$ cat src/tse_pkg.sv
// ----------------------------------------------------------------------------
// tse_pkg: shared types and constants of the server-name extractor
// Parse phases, parser state, status codes and the result format used by the
// parse step, the result queue and the top level.
// ----------------------------------------------------------------------------
`default_nettype none

package tse_pkg;

   localparam int LEN_W     = 16;  // payload length as compared by the parser
   localparam int IDX_W     = 16;  // byte position counter
   localparam int POS_W     = 18;  // parse positions and extensions end
   localparam int SUM_W     = 19;  // position arithmetic with headroom
   localparam int HIST_TAPS = 8;   // current byte plus seven earlier ones
   localparam int TAP_IDX_W = 3;
   localparam int RSP_DEPTH = 4;
   localparam int RSP_PTR_W = 2;
   localparam int RSP_CNT_W = 3;

   localparam logic [7:0]  SID_LEN_POS      = 8'd43;
   localparam logic [7:0]  MIN_LENGTH       = 8'd43;
   localparam logic [7:0]  HELLO_TYPE_POS   = 8'd5;
   localparam logic [7:0]  REC_HANDSHAKE    = 8'h16;
   localparam logic [7:0]  MSG_CLIENT_HELLO = 8'h01;
   localparam logic [15:0] EXT_SERVER_NAME  = 16'h0000;
   localparam logic [7:0]  HOST_NAME_TYPE   = 8'h00;

   typedef enum logic [2:0] {
      ST_FOUND         = 3'd0,
      ST_TOO_SHORT     = 3'd1,
      ST_NOT_HANDSHAKE = 3'd2,
      ST_NOT_HELLO     = 3'd3,
      ST_TRUNCATED     = 3'd4,
      ST_NO_NAME       = 3'd5
   } status_type;

   typedef enum logic [15:0] {
      PH_HDR     = 16'h0001,
      PH_SID     = 16'h0002,
      PH_CIPH_HI = 16'h0004,
      PH_CIPH_LO = 16'h0008,
      PH_COMP    = 16'h0010,
      PH_EXTL_HI = 16'h0020,
      PH_EXTL_LO = 16'h0040,
      PH_ET_HI   = 16'h0080,
      PH_ET_LO   = 16'h0100,
      PH_EL_HI   = 16'h0200,
      PH_EL_LO   = 16'h0400,
      PH_NT      = 16'h0800,
      PH_NL_HI   = 16'h1000,
      PH_NL_LO   = 16'h2000,
      PH_NAME    = 16'h4000,
      PH_DONE    = 16'h8000
   } phase_type;

   typedef struct packed {
      phase_type        phase;
      logic [POS_W-1:0] pos;
      logic [POS_W-1:0] ext_end;
      logic [7:0]       high;
      logic [15:0]      ext_code;
      logic [15:0]      ext_len;
      logic [15:0]      name_left;
      status_type       verdict;
   } parse_state_type;

   typedef struct packed {
      logic       valid;
      logic [7:0] data;
      logic       last;
   } name_out_type;

   typedef struct packed {
      logic       is_status;
      logic [7:0] name_byte;
      logic       name_end;
      logic [2:0] status;
      logic       run_last;
   } rsp_type;

   typedef struct packed {
      logic    first_valid;
      rsp_type first;
      logic    second_valid;
      rsp_type second;
   } rsp_pair_type;

   function automatic parse_state_type parse_reset_state();
      parse_state_type r;
      r.phase     = PH_HDR;
      r.pos       = '0;
      r.ext_end   = '0;
      r.high      = '0;
      r.ext_code  = '0;
      r.ext_len   = '0;
      r.name_left = '0;
      r.verdict   = ST_NO_NAME;
      return r;
   endfunction

endpackage

`default_nettype wire

$ cat src/tls_sni_extractor_unit.sv
// ----------------------------------------------------------------------------
// tls_sni_extractor_unit: TLS ClientHello server-name extractor
// Parses a TCP payload byte by byte and streams out the server host name
// followed by an end-of-packet status.
// ----------------------------------------------------------------------------
// The unit takes one payload byte per cycle while req_ready is high. A byte's
// results enter the queue at the edge of its transfer and are offered on
// rsp_valid once the results before them are taken. The parser does one field
// advance per cycle on the current byte and the seven before it. Normally one
// advance covers a byte; when a rejected server-name extension is shorter
// than what was already read, the next extension header lies in bytes
// already received and the parser walks back through them one field per
// cycle, holding req_ready low on that byte. Results go through a four-entry
// queue: a byte gives at most two results (a name byte and the status on the
// last payload byte), and req_ready also drops while fewer than two entries
// are free, so with rsp_ready held high only the walk back stalls the input.
// The payload length is sampled on the first byte of a packet and masked to
// LENGTH_BITS bits; req_packet_end returns the parser to its reset state.
// No clearing pass is needed after reset.
// ----------------------------------------------------------------------------
`default_nettype none

module tls_sni_extractor_unit import tse_pkg::*; #(
   parameter int LENGTH_BITS = 16
) (
   input  logic        clock,
   input  logic        reset,
   // payload byte channel
   input  logic        req_valid,
   output logic        req_ready,
   input  logic [7:0]  req_payload_byte,
   input  logic [15:0] req_total_length,
   input  logic        req_packet_end,
   // result channel
   output logic        rsp_valid,
   input  logic        rsp_ready,
   output logic        rsp_is_status,
   output logic [7:0]  rsp_name_byte,
   output logic        rsp_name_end,
   output logic [2:0]  rsp_status,
   output logic        rsp_run_last
);

   // packet position and sampled length
   logic [IDX_W-1:0]           byte_index_ff, byte_index_in;
   logic [LENGTH_BITS-1:0]     length_held_ff, length_held_in;
   logic [LENGTH_BITS-1:0]     length_now;
   logic [LEN_W-1:0]           len_ext;

   // parser state and the last seven payload bytes
   parse_state_type             state_ff, state_in;
   logic [HIST_TAPS-2:0][7:0]   taps_ff, taps_in;
   logic [HIST_TAPS-1:0][7:0]   win;

   // one field advance per cycle
   parse_state_type             fin;
   name_out_type                emit;
   logic                        more;

   logic                        accept;
   status_type                  status_now;
   rsp_type                     name_rsp;
   rsp_type                     status_rsp;
   rsp_pair_type                push;
   rsp_type                     rsp_data;
   logic                        room;

   // the byte is taken only once the parse no longer needs it
   assign accept     = req_valid && req_ready;
   assign req_ready  = room && !more;

   // length is taken from the port on the first byte of a packet
   assign length_now = (byte_index_ff == '0) ? req_total_length[LENGTH_BITS-1:0]
                                             : length_held_ff;
   assign len_ext    = LEN_W'(length_now);

   // window: index 0 is the current byte, index k the byte k positions back
   assign win = {taps_ff, req_payload_byte};

   tse_step u_step (
      .cur      (state_ff),
      .emit_in  ('0),
      .idx      (byte_index_ff),
      .len      (len_ext),
      .win      (win),
      .nxt      (fin),
      .emit_out (emit)
   );

   // another field of the current byte or an earlier one still waits
   assign more = (fin.phase != PH_DONE) && (fin.pos <= POS_W'(byte_index_ff))
                 && !emit.valid;

   // an unfinished parse at packet end counts as truncated
   assign status_now = (fin.phase == PH_DONE) ? fin.verdict : ST_TRUNCATED;

   always_comb begin
      name_rsp.is_status  = 1'b0;
      name_rsp.name_byte  = emit.data;
      name_rsp.name_end   = emit.last;
      name_rsp.status     = ST_FOUND;
      name_rsp.run_last   = !req_packet_end;

      status_rsp.is_status = 1'b1;
      status_rsp.name_byte = '0;
      status_rsp.name_end  = 1'b0;
      status_rsp.status    = status_now;
      status_rsp.run_last  = 1'b1;

      // name byte goes first when both come from one byte
      push.first_valid  = accept && (emit.valid || req_packet_end);
      push.first        = emit.valid ? name_rsp : status_rsp;
      push.second_valid = accept && emit.valid && req_packet_end;
      push.second       = status_rsp;
   end

   always_comb begin
      byte_index_in  = byte_index_ff;
      length_held_in = length_held_ff;
      state_in       = state_ff;
      taps_in        = taps_ff;
      if (accept) begin
         if (req_packet_end) begin
            byte_index_in  = '0;
            length_held_in = '0;
            state_in       = parse_reset_state();
            taps_in        = '0;
         end else begin
            // position saturates on very long streams
            if (byte_index_ff != '1) begin
               byte_index_in = byte_index_ff + IDX_W'(1);
            end
            length_held_in = length_now;
            state_in       = fin;
            taps_in        = {taps_ff[HIST_TAPS-3:0], req_payload_byte};
         end
      end else if (req_valid && more) begin
         // walking back through earlier bytes, the byte itself stays waiting
         state_in = fin;
      end
   end

   always_ff @(posedge clock) begin
      if (reset) begin
         byte_index_ff  <= '0;
         length_held_ff <= '0;
         state_ff       <= parse_reset_state();
         taps_ff        <= '0;
      end else begin
         byte_index_ff  <= byte_index_in;
         length_held_ff <= length_held_in;
         state_ff       <= state_in;
         taps_ff        <= taps_in;
      end
   end

   tse_rsp_queue u_rsp_queue (
      .clock     (clock),
      .reset     (reset),
      .push      (push),
      .room      (room),
      .out_valid (rsp_valid),
      .out_ready (rsp_ready),
      .out_data  (rsp_data)
   );

   assign rsp_is_status = rsp_data.is_status;
   assign rsp_name_byte = rsp_data.name_byte;
   assign rsp_name_end  = rsp_data.name_end;
   assign rsp_status    = rsp_data.status;
   assign rsp_run_last  = rsp_data.run_last;

`ifndef SYNTHESIS
   // a transfer leaves the parse waiting for a later byte, finished, or
   // stopped on a name byte
   a_parse_settled: assert property (@(posedge clock) disable iff (reset)
      accept |-> (fin.phase == PH_DONE || fin.pos > POS_W'(byte_index_ff) || emit.valid))
      else $error("byte taken before its parse settled");

   // name bytes only come out of the name phase
   a_name_phase: assert property (@(posedge clock) disable iff (reset)
      accept && emit.valid |-> state_ff.phase == PH_NAME)
      else $error("name byte outside name phase");

   // the final name byte ends the parse with a found verdict
   a_name_found: assert property (@(posedge clock) disable iff (reset)
      accept && emit.valid && emit.last && !req_packet_end |=>
         state_ff.phase == PH_DONE && state_ff.verdict == ST_FOUND)
      else $error("final name byte did not finish the parse");

   // packet end brings the parser back to the start of a packet
   a_packet_restart: assert property (@(posedge clock) disable iff (reset)
      accept && req_packet_end |=> byte_index_ff == '0 && state_ff.phase == PH_HDR)
      else $error("parser not restarted after packet end");
`endif

endmodule

`default_nettype wire

$ cat src/tse_step.sv
// ----------------------------------------------------------------------------
// tse_step: one parse advance
// Consumes the byte at the current parse position, taken from the history
// window, and moves the parser state forward by one field.
// ----------------------------------------------------------------------------
`default_nettype none

module tse_step import tse_pkg::*; (
   input  parse_state_type                 cur,
   input  name_out_type                    emit_in,
   input  logic [IDX_W-1:0]                idx,
   input  logic [LEN_W-1:0]                len,
   input  logic [HIST_TAPS-1:0][7:0]       win,
   output parse_state_type                 nxt,
   output name_out_type                    emit_out
);

   function automatic parse_state_type parse_finish(parse_state_type s, status_type code);
      parse_state_type r;
      r         = s;
      r.verdict = code;
      r.phase   = PH_DONE;
      return r;
   endfunction

   // next extension header, if it still fits before the extensions end
   function automatic parse_state_type begin_ext(parse_state_type s, logic [SUM_W-1:0] q);
      parse_state_type r;
      r = s;
      if (q + SUM_W'(4) <= SUM_W'(s.ext_end)) begin
         r.pos   = POS_W'(q);
         r.phase = PH_ET_HI;
      end else begin
         r.verdict = ST_NO_NAME;
         r.phase   = PH_DONE;
      end
      return r;
   endfunction

   logic [POS_W-1:0] idx_pos;
   logic [POS_W-1:0] back_ofs;
   logic             active;
   logic             stray;
   logic [7:0]       v;
   logic [15:0]      fld;
   logic [SUM_W-1:0] p;
   logic [SUM_W-1:0] p1;
   logic [SUM_W-1:0] len_s;
   logic [SUM_W-1:0] end_s;
   logic [SUM_W-1:0] w_byte;
   logic [SUM_W-1:0] w_fld;

   assign idx_pos  = POS_W'(idx);
   assign back_ofs = idx_pos - cur.pos;
   assign active   = (cur.phase != PH_DONE) && (cur.pos <= idx_pos) && !emit_in.valid;
   assign stray    = back_ofs > POS_W'(HIST_TAPS - 1);
   assign v        = win[back_ofs[TAP_IDX_W-1:0]];
   assign fld      = {cur.high, v};
   assign p        = SUM_W'(cur.pos);
   assign p1       = p + SUM_W'(1);
   assign len_s    = SUM_W'(len);
   assign end_s    = SUM_W'(cur.ext_end);
   assign w_byte   = p1 + SUM_W'(v);
   assign w_fld    = p1 + SUM_W'(fld);

   always_comb begin
      parse_state_type tmp;
      tmp      = cur;
      nxt      = cur;
      emit_out = emit_in;
      if (active) begin
         if (stray) begin
            nxt = parse_finish(cur, ST_TRUNCATED);
         end else begin
            case (cur.phase)
               PH_HDR: begin
                  if (cur.pos == '0) begin
                     if (len_s < SUM_W'(MIN_LENGTH)) begin
                        nxt = parse_finish(cur, ST_TOO_SHORT);
                     end else if (v != REC_HANDSHAKE) begin
                        nxt = parse_finish(cur, ST_NOT_HANDSHAKE);
                     end else begin
                        nxt.pos = POS_W'(HELLO_TYPE_POS);
                     end
                  end else begin
                     if (v != MSG_CLIENT_HELLO) begin
                        nxt = parse_finish(cur, ST_NOT_HELLO);
                     end else begin
                        tmp     = cur;
                        tmp.pos = POS_W'(SID_LEN_POS);
                        if (SUM_W'(SID_LEN_POS) >= len_s) begin
                           nxt = parse_finish(tmp, ST_TRUNCATED);
                        end else begin
                           nxt       = tmp;
                           nxt.phase = PH_SID;
                        end
                     end
                  end
               end
               PH_SID, PH_COMP: begin
                  if (w_byte + SUM_W'(2) >= len_s) begin
                     nxt = parse_finish(cur, ST_TRUNCATED);
                  end else begin
                     nxt.pos   = POS_W'(w_byte);
                     nxt.phase = (cur.phase == PH_SID) ? PH_CIPH_HI : PH_EXTL_HI;
                  end
               end
               PH_CIPH_HI, PH_EXTL_HI, PH_ET_HI, PH_EL_HI, PH_NL_HI: begin
                  nxt.high = v;
                  nxt.pos  = POS_W'(p1);
                  case (cur.phase)
                     PH_CIPH_HI: nxt.phase = PH_CIPH_LO;
                     PH_EXTL_HI: nxt.phase = PH_EXTL_LO;
                     PH_ET_HI:   nxt.phase = PH_ET_LO;
                     PH_EL_HI:   nxt.phase = PH_EL_LO;
                     default:    nxt.phase = PH_NL_LO;
                  endcase
               end
               PH_CIPH_LO: begin
                  if (w_fld >= len_s) begin
                     nxt = parse_finish(cur, ST_TRUNCATED);
                  end else begin
                     nxt.pos   = POS_W'(w_fld);
                     nxt.phase = PH_COMP;
                  end
               end
               PH_EXTL_LO: begin
                  // extensions end is clipped to the payload length
                  tmp         = cur;
                  tmp.ext_end = (w_fld > len_s) ? POS_W'(len_s) : POS_W'(w_fld);
                  nxt         = begin_ext(tmp, p1);
               end
               PH_ET_LO: begin
                  nxt.ext_code = fld;
                  nxt.pos      = POS_W'(p1);
                  nxt.phase    = PH_EL_HI;
               end
               PH_EL_LO: begin
                  tmp         = cur;
                  tmp.ext_len = fld;
                  if (cur.ext_code == EXT_SERVER_NAME) begin
                     if (p + SUM_W'(6) > end_s) begin
                        nxt = parse_finish(tmp, ST_TRUNCATED);
                     end else begin
                        nxt       = tmp;
                        nxt.pos   = POS_W'(p + SUM_W'(3));  // skip the list length
                        nxt.phase = PH_NT;
                     end
                  end else begin
                     nxt = begin_ext(tmp, w_fld);
                  end
               end
               PH_NT: begin
                  // name type parked in ext_code until the name length is in
                  nxt.ext_code = 16'(v);
                  nxt.pos      = POS_W'(p1);
                  nxt.phase    = PH_NL_HI;
               end
               PH_NL_LO: begin
                  tmp           = cur;
                  tmp.name_left = fld;
                  if (cur.ext_code == 16'(HOST_NAME_TYPE) && w_fld <= end_s) begin
                     if (fld == '0) begin
                        nxt = parse_finish(tmp, ST_NO_NAME);
                     end else begin
                        nxt       = tmp;
                        nxt.pos   = POS_W'(p1);
                        nxt.phase = PH_NAME;
                     end
                  end else begin
                     // rejected entry: skip the extension, possibly backward
                     nxt = begin_ext(tmp, p - SUM_W'(4) + SUM_W'(cur.ext_len));
                  end
               end
               PH_NAME: begin
                  emit_out.valid = 1'b1;
                  emit_out.data  = v;
                  emit_out.last  = (cur.name_left <= 16'd1);
                  if (cur.name_left <= 16'd1) begin
                     tmp           = cur;
                     tmp.name_left = '0;
                     nxt           = parse_finish(tmp, ST_FOUND);
                  end else begin
                     nxt.name_left = cur.name_left - 16'd1;
                     nxt.pos       = POS_W'(p1);
                  end
               end
               default: begin
                  nxt = parse_finish(cur, ST_TRUNCATED);
               end
            endcase
         end
      end
   end

endmodule

`default_nettype wire

$ cat src/tse_rsp_queue.sv
// ----------------------------------------------------------------------------
// tse_rsp_queue: result queue
// Small queue that takes up to two results per cycle and hands out one per
// transfer on the result channel.
// ----------------------------------------------------------------------------
`default_nettype none

module tse_rsp_queue import tse_pkg::*; (
   input  logic         clock,
   input  logic         reset,
   input  rsp_pair_type push,
   output logic         room,
   output logic         out_valid,
   input  logic         out_ready,
   output rsp_type      out_data
);

   rsp_type                mem_ff [RSP_DEPTH];
   logic [RSP_PTR_W-1:0]   wr_ptr_ff, wr_ptr_in;
   logic [RSP_PTR_W-1:0]   rd_ptr_ff, rd_ptr_in;
   logic [RSP_CNT_W-1:0]   count_ff, count_in;
   logic                   pop;

   assign out_valid = (count_ff != '0);
   assign out_data  = mem_ff[rd_ptr_ff];
   assign pop       = out_valid && out_ready;
   assign room      = (count_ff <= RSP_CNT_W'(RSP_DEPTH - 2));

   always_comb begin
      wr_ptr_in = wr_ptr_ff + RSP_PTR_W'(push.first_valid) + RSP_PTR_W'(push.second_valid);
      rd_ptr_in = rd_ptr_ff + RSP_PTR_W'(pop);
      count_in  = count_ff + RSP_CNT_W'(push.first_valid) + RSP_CNT_W'(push.second_valid)
                  - RSP_CNT_W'(pop);
   end

   always_ff @(posedge clock) begin
      if (push.first_valid) begin
         mem_ff[wr_ptr_ff] <= push.first;
      end
      if (push.second_valid) begin
         mem_ff[wr_ptr_ff + RSP_PTR_W'(1)] <= push.second;
      end
   end

   always_ff @(posedge clock) begin
      if (reset) begin
         wr_ptr_ff <= '0;
         rd_ptr_ff <= '0;
         count_ff  <= '0;
      end else begin
         wr_ptr_ff <= wr_ptr_in;
         rd_ptr_ff <= rd_ptr_in;
         count_ff  <= count_in;
      end
   end

endmodule

`default_nettype wire
$ cat config.mk
export PLATFORM = sky130hd
export DESIGN_NAME = tls_sni_extractor_unit
export DESIGN_NICKNAME = d
export VERILOG_FILES = /design/src/tse_pkg.sv /design/src/tls_sni_extractor_unit.sv /design/src/tse_step.sv /design/src/tse_rsp_queue.sv
export SDC_FILE = /design/constraint.sdc
export NUM_CORES = 1
export LEC_CHECK = 0
export ABC_CLOCK_PERIOD_IN_PS = 30600
export BUFFER_PORTS_ARGS = -buffer_cell sky130_fd_sc_hd__buf_2
export CORE_MARGIN = 2
export CORE_UTILIZATION = 55
export DETAILED_ROUTE_END_ITERATION = 10
export PLACE_DENSITY_LB_ADDON = 0.15
export SYNTH_ARGS = -nofsm -noshare
export SYNTH_HDL_FRONTEND = slang
export SYNTH_SLANG_ARGS = --single-unit
$ cat constraint.sdc
create_clock -name clock -period 30.6 [get_ports clock]
set_input_delay 4.59 -clock clock [delete_from_list [all_inputs] [get_ports clock]]
set_output_delay 4.59 -clock clock [all_outputs]
set_load 0.005 [all_outputs]
==> results of run 1 <==
-- report_power, final --
group	internal [mW]	switching [mW]	total [mW]
clock	0.231	0.160	0.391
combinational	0.525	1.01	1.53
sequential	0.370	0.0471	0.417
total	1.13	1.22	2.34
-- layout make-up --
cell class / instances / area [um^2] / area share [%]
Multi-Input combinational cell: 2455 / 17200 / 66.9
Sequential cell: 262 / 5370 / 20.8
Clock buffer: 41 / 865 / 3.36
Tap cell: 585 / 732 / 2.84
Timing Repair Buffer: 109 / 708 / 2.75
Inverter: 178 / 668 / 2.60
Clock inverter: 12 / 180 / 0.700
Antenna cell: 4 / 10.0 / 0.0389
-- per-layer routing --
metal  global-route usage [%]  share of wire [%]  wire length [um]
met5                        0              0.043                44
met4                     30.6                8.5              8690
met3                     11.4                 11             11300
met2                     71.4                 43             44700
met1                     54.1                 37             38000
-- sequential cells by signal, indices dropped and copies added (netlist names) --
| name | flops |
|---|---|
| byte_index_ff | 16 |
| length_held_ff | 16 |
| state_ff | 111 |
| taps_ff | 56 |
| u_rsp_queue.count_ff | 3 |
| u_rsp_queue.mem_ff | 56 |
| u_rsp_queue.rd_ptr_ff | 2 |
| u_rsp_queue.wr_ptr_ff | 2 |
-- worst paths after layout --
kind | start | to | slack (ns) | cells after the start
worst max-delay path | req_payload_byte[0] | req_ready | 9.41 | 47
worst min-delay path | u_rsp_queue.mem_ff[2][13] | u_rsp_queue.mem_ff[2][13] | 0.45 | 2
worst max register to register | state_ff[79] | u_rsp_queue.count_ff[2] | 15.45 | 54
worst min register to register | u_rsp_queue.mem_ff[2][13] | u_rsp_queue.mem_ff[2][13] | 0.45 | 2
-- critical path: cells and delay by family --
kind | cells | cell delay, ns
xor+xnor | 1 | 0.79
simple gates | 8 | 1.73
mux | 3 | 1.41
fa+ha+maj | 6 | 1.99
compound gates | 24 | 5.06
buf+inv | 5 | 1.02
-- Yosys cell counts, drive strengths merged (33+ instances only) --
| cell | number |
|---|---|
| mux2i | 107 |
| dfxtp | 250 |
| ha | 217 |
| and2 | 41 |
| nor4 | 61 |
| clkbuf | 97 |
| buf | 55 |
| xnor2 | 113 |
| a211oi | 58 |
| nor2 | 302 |
| a31oi | 33 |
| nand3 | 117 |
| a21o | 57 |
| a21oi | 203 |
| nor3 | 91 |
| o21ai | 104 |
| nand4 | 61 |
| nor2b | 35 |
| nand2 | 297 |
| inv | 174 |
-- kinds of logic after synthesis --
logic type	count (synthesis)
compound gates	742
xor+xnor	140
fa+ha+maj	226
buf+inv	330
flops	262
mux	160
other cells	1
simple gates	1185
-- per-stage QoR --
stage               utilization (%)  instances  hold WS, ns  setup WS [ns]
CTS                            59.9       3642        0.447           9.67
detailed placement             57.4       3589        0.435           9.71
floorplan                         -       3047        0.418          11.87
finish                         59.9       3646        0.446           9.41
global placement               57.4       3589        0.432           9.98
global route                   59.9       3642        0.470           8.79
==> impl_summary.txt, run 1 <==
----------------------------------------------------
[Route]
  Vias ... 25435
  Average wire length per cell after detail routing ... 28.2 um
  Iteration-0 DRC Markers ... 3175
  Number of DRC violations after detailed routing ... 0
  Residual antenna-violating net count after detailed routing ... 0
  Via/cell ratio ... 6.98
  WL final ... 103000 um
  Detailed-routing iteration count for the pre-antenna-repair pass ... 8

[Floorplanning]
  Initial Utilization ... 55.5%
  Std-Cell Rows ... 76
  Die Span Y ... 212 um
  Die width ... 212 um
  Number of ports placed on the die boundary ... 45
  Die ar. ... 45000 um^2
  Core area ... 43000 um^2

[Final layout]
  Total number of nets in the final design ... 3288
  Leading cell type in the layout, fill and taps excluded ... sky130_fd_sc_hd__nor2_1
  Layout cells sized above 1 ... 9.00%
  Post-route cell area ... 25700 um^2
  Most frequent cells in the layout ... 301 x sky130_fd_sc_hd__nor2_1, 296 x sky130_fd_sc_hd__nand2_1, 250 x sky130_fd_sc_hd__dfxtp_1
  Layout-stage area growth over the synthesis result ... 7.94%
  Filler cell count ... 3907

[Hold path]
  Worst hold path class ... reg2reg

[Synth]
  Yosys warning total ... 0
  Share of flip-flops with an asynchronous set or reset ... 0%
  Fraction of post-synthesis cell area in the top cell type by area ... 21.0%
  Number of synthesized flops with an enable pin ... 12
  Main area contributors after synthesis ... sky130_fd_sc_hd__dfxtp_1 21%, sky130_fd_sc_hd__ha_1 11%, sky130_fd_sc_hd__nor2_1 4.7%
  Number of standard cells after synthesis ... 3046
  Count of state elements after synthesis ... 262
  Synthesized area per cell ... 7.83 um^2
  Most used DFF post-synth ... sky130_fd_sc_hd__dfxtp_1
  Portion of the post-synthesis area used by sequential elements ... 22.5%
  Combinational family with the most area after synthesis ... simple AND/OR/NAND/NOR gates
  Largest area contributor in the netlist ... sky130_fd_sc_hd__dfxtp_1
  XOR/XNOR Fraction of Synth Area ... 5.32%
  Simple-gate area share of the yosys netlist ... 24.6%
  Share of the synthesized area in compound gates (AO/OA/AOI/OAI) ... 21.5%
  Arithmetic-cell share of the synthesized area counting full adders, half adders and majority gates ... 12.0%
  Count of different cell masters after synthesis ... 115
  Mux cell area share after synthesis ... 8.57%
  Mapped cell area ... 23800 um^2

[Timing]
  Number of max-slew violations in the final report ... 0
  Post-route clock skew ... 0.0318 ns
  Post-layout min period ... 21.19 ns
  Final hold viol count ... 0
  Worst-margin pin slew ... 1.30 ns
  F_max ... 0.0472 GHz
  Final setup violating endpoints ... 0
  Fin Setup TNS ... 0 ns
  RSZ-0062 raised after global routing ... no
  Final period utilization ... 69.2%
  Worst slew margin ... 12.6%

[Critical path]
  Worst path arrival time ... 16.60 ns
  Library cell appearing most often on the critical path ... sky130_fd_sc_hd__a21o_1
  Endpoint class of the critical path ... primary output
  Type of the worst setup path ... in2out
  Cell type of the slowest stage on the worst timing path ... sky130_fd_sc_hd__xnor2_1
  Required time of the worst setup path ... 26.01 ns
  Stage delay of the slowest cell on the critical path ... 0.79 ns
  Crit path launch type ... input pin
  Critical path fanouts, max ... 18

[Clocking]
  Clock latency at the later pin of the worst-skew pair ... 0.62 ns
  Number of clock sinks ... 262
  Number of buffers inserted for hold repair after clock tree synthesis ... 0
  TritonCTS clock tree ... built
  H-tree lvl count ... 1
  Post-CTS setup buffers ... 0
  Post-CTS clock slew at the launch and capture registers of the worst setup and hold paths ... 0.06 ns
  TritonCTS buffer count ... 30
  Bufs on Longest Clock Path ... 3
  Root cell of the clock tree ... sky130_fd_sc_hd__clkbuf_16
  Resized Gates After CTS ... 0

[Placed design]
  Final GP Congestion ... 1.04
  Post-detailed-placement cell area ... 24700 um^2
  Number of port buffers ... 44
  Final HPWL from detailed placement ... 79200 um

[Power and ir drop]
  Total chip power ... 2.34 mW
  Pwr dens ... 91.0 nW/um^2
  Max rail drop VDD ... 82.8 uV
  Static leakage ... 10.4 nW

[Global routing]
  Global Route Usage Sum ... 45.1%
  Vias in the first global route ... 24348
  Overflow left after global routing ... 0
  Initial antenna violation count ... 5
  Global-route wire length before repair ... 152000 um
  Largest net degree at the start of global routing ... 91

[Run]
  Maximum Capacitance Violations ... 0

[Run status]
  Run status ... completed

----------------------------------------------------
Power figures use the tool's default switching activity.
==> run 2, diff against run 1 <==
Settings changed: ABC_CLOCK_PERIOD_IN_PS 30600 to 21900.
Clock period 30.6 ns to 21.9 ns, I/O delays scaled along.
==> run 2 against run 1 <==
Wire length fell by 1.1%. Total power rose by 39%. Die area did not move. Largest cell class unchanged. Largest power group unchanged.
==> impl_summary.txt, run 2 (synthesized netlist as in run 1, its figures left out) <==
----------------------------------------------------
[Critical path]
  Required time of the worst setup path ... 18.62 ns (was 26.01 ns)
  Worst path arrival time ... 15.55 ns (was 16.60 ns)
  Critical path fanouts, max ... 18 (unchanged)
  Endpoint class of the critical path ... primary output (unchanged)
  Number of cells traversed by the worst register-to-register path ... 51 (was 54)
  RR Startpoint ... state_ff[79] (unchanged)
  Reg-to-reg critical path endpoint ... state_ff[4] (was u_rsp_queue.count_ff[2])
  Critical Path Stages ... 48 (was 47)
  Type of the worst setup path ... in2out (unchanged)
  Cell type of the slowest stage on the worst timing path ... sky130_fd_sc_hd__xnor2_1 (unchanged)
  R2R Setup Slk ... 6.52 ns (was 15.45 ns)
  Crit path launch type ... input pin (unchanged)
  Stage delay of the slowest cell on the critical path ... 0.82 ns (was 0.79 ns)
  Family of cells with the greatest summed delay on the critical path ... compound AO/OA/AOI/OAI gates (unchanged)
  Crit path buffers/inverters ... 6 (was 5)

[Global routing]
  Global-route wire length before repair ... 149000 um (was 152000 um)
  Vias in the first global route ... 23984 (was 24348)
  Global Route Usage Sum ... 44.2% (was 45.1%)
  Initial antenna violation count ... 10 (was 5)
  Overflow left after global routing ... 0 (unchanged)
  Largest net degree at the start of global routing ... 91 (unchanged)

[Final layout]
  Layout-stage area growth over the synthesis result ... 7.83% (was 7.94%)
  Post-route cell area ... 25700 um^2 (about the same)
  Total number of nets in the final design ... 3285 (was 3288)
  Filler cell count ... 3833 (was 3907)
  Most frequent cells in the layout ... 301 x sky130_fd_sc_hd__nor2_1, 296 x sky130_fd_sc_hd__nand2_1, 250 x sky130_fd_sc_hd__dfxtp_1 (unchanged)
  Largest register FFs ... 111 (unchanged)
  Registers with the highest flip-flop counts ... state_ff (111), taps_ff (56), u_rsp_queue.mem_ff (56) (unchanged)
  Share of the core filled with cells ... 59.8% (was 59.9%)
  Layout cells sized above 1 ... 9.03% (was 9.00%)
  Leading cell type in the layout, fill and taps excluded ... sky130_fd_sc_hd__nor2_1 (unchanged)
  Register ranked first by flip-flop count ... state_ff (unchanged)

[Power and ir drop]
  Max rail drop VDD ... 108 uV (was 82.8 uV)
  Share of total power in combinational logic ... 65.9% (was 65.5%)
  Pwr dens ... 127 nW/um^2 (was 91.0 nW/um^2)
  Clock network fraction of design power ... 16.3% (was 16.7%)
  Total chip power ... 3.26 mW (was 2.34 mW)
  Static leakage ... 10.4 nW (about the same)
  Part of the power in registers ... 17.8% (about the same)
  Internal power summed over all cells ... 1.56 mW (was 1.13 mW)
  Switching fraction of total power ... 52.0% (was 51.9%)
  Power dissipated by switching net loads ... 1.69 mW (was 1.22 mW)

[Floorplanning]
  Die Span Y ... 212 um (unchanged)
  Die width ... 212 um (unchanged)
  Die ar. ... 45000 um^2 (unchanged)
  Std-Cell Rows ... 76 (unchanged)
  Core area ... 43000 um^2 (unchanged)
  Number of ports placed on the die boundary ... 45 (unchanged)
  Initial Utilization ... 55.5% (unchanged)

[Placed design]
  Final GP Congestion ... 1.09 (was 1.04)
  Final HPWL from detailed placement ... 78300 um (was 79200 um)
  Number of port buffers ... 44 (unchanged)
  Post-detailed-placement cell area ... 24700 um^2 (about the same)

[Clocking]
  Root cell of the clock tree ... sky130_fd_sc_hd__clkbuf_16 (unchanged)
  Post-CTS clock slew at the launch and capture registers of the worst setup and hold paths ... 0.07 ns (was 0.06 ns)
  H-tree lvl count ... 1 (unchanged)
  Number of buffers inserted for hold repair after clock tree synthesis ... 0 (unchanged)
  Resized Gates After CTS ... 0 (unchanged)
  TritonCTS clock tree ... built (unchanged)
  Number of clock sinks ... 262 (unchanged)
  Clock latency at the later pin of the worst-skew pair ... 0.62 ns (about the same)
  TritonCTS buffer count ... 29 (was 30)
  Post-CTS setup buffers ... 0 (unchanged)
  Bufs on Longest Clock Path ... 3 (unchanged)

[Route]
  Average wire length per cell after detail routing ... 27.9 um (was 28.2 um)
  WL final ... 102000 um (was 103000 um)
  Iteration-0 DRC Markers ... 2986 (was 3175)
  Detailed-routing iteration count for the pre-antenna-repair pass ... 6 (was 8)
  Vias ... 25366 (was 25435)
  Via/cell ratio ... 6.96 (was 6.98)
  Number of DRC violations after detailed routing ... 0 (unchanged)
  Residual antenna-violating net count after detailed routing ... 0 (unchanged)

[Timing]
  F_max ... 0.0531 GHz
  Final setup violating endpoints ... 0 (unchanged)
  Post-route clock skew ... 0.0500 ns (was 0.0318 ns)
  RSZ-0062 raised after global routing ... no (unchanged)
  Fin Setup TNS ... 0 ns (unchanged)
  Post-layout min period ... 18.84 ns
  Final period utilization ... 86.0%
  Worst slew margin ... 13.6% (was 12.6%)
  Number of max-slew violations in the final report ... 0 (unchanged)
  Worst-margin pin slew ... 1.29 ns (was 1.30 ns)
  Final hold viol count ... 0 (unchanged)

[Run status]
  Run status ... completed (unchanged)

[Hold path]
  Number of stages on the worst hold path ... 2 (unchanged)
  Worst hold path class ... reg2reg (unchanged)
  Worst Min Path Start ... u_rsp_queue.mem_ff[3][13] (was u_rsp_queue.mem_ff[2][13])
  Hold endpoint ... u_rsp_queue.mem_ff[3][13] (was u_rsp_queue.mem_ff[2][13])

[Run]
  Maximum Capacitance Violations ... 0 (unchanged)

----------------------------------------------------
==> run 2: cell count changes in the layout (fill, tap and decap cells not counted), sizes merged <==
cell and change:
clkbuf -6, clkinv +3, buf -2, inv +2
bufinv +1, diode +1
==> run 2: worst max path at each step <==
stage | from | end | slack (ns)
after detailed placement | req_payload_byte[0] | req_ready | 3.44
final | req_payload_byte[0] | req_ready | 3.06
after global routing | req_payload_byte[0] | req_ready | 2.39
after floorplan | req_payload_byte[0] | req_ready | 5.78
after CTS | req_payload_byte[0] | req_ready | 3.42
after global placement | req_payload_byte[0] | req_ready | 3.82
==> run 2: per-stage QoR <==
step,worst slack [ns],cells,hold WS [ns]
3_5_place_dp,3.44,3587,0.435
2_1_floorplan,5.78,3047,0.418
3_3_place_gp,3.82,3587,0.430
6_report,3.06,3645,0.444
4_1_cts,3.42,3640,0.444
5_1_grt,2.39,3641,0.466
==> run 2: area by class of cell <==
| type | instances | area (um^2) | share of cell area (%) |
|---|---|---|---|
| Multi-Input combinational cell | 2455 | 17200 | 66.9 |
| Sequential cell | 262 | 5370 | 20.9 |
| Clock buffer | 35 | 778 | 3.03 |
| Tap cell | 585 | 732 | 2.85 |
| Timing Repair Buffer | 107 | 693 | 2.70 |
| Inverter | 178 | 668 | 2.60 |
| Clock inverter | 18 | 253 | 0.983 |
| Antenna cell | 5 | 12.5 | 0.0487 |
==> run 2: worst register-to-register path: cells and delay by family, from the launching register on <==
kind | cells | cell delay [ns]
AOI/OAI and AO/OA | 26 | 6.83
adders and majority gates | 7 | 2.54
buffers and inverters | 6 | 1.57
and+or+nand+nor | 8 | 1.35
xor gates and xnor gates | 2 | 1.28
muxes | 2 | 1.07
DFF | 1 | 0.64
==> run 2: layer usage <==
metal	wire [um]	GRT usage [%]	up-vias
li1	-	-	11258
met5	98	0	-
met2	43800	69.1	1636
met3	10900	9.97	495
met1	38400	53.7	11963
met4	8540	32.0	14
==> run 2: power groups by stage <==
stage / Clock (mW) / Combinational [mW] / Sequential, mW
2_1_floorplan: 0 / 1.42 / 0.546
3_3_place_gp: 0 / 2.00 / 0.583
3_5_place_dp: 0 / 2.05 / 0.584
4_1_cts: 0.534 / 2.06 / 0.574
5_1_grt: 0.552 / 2.28 / 0.581
6_report: 0.532 / 2.15 / 0.579
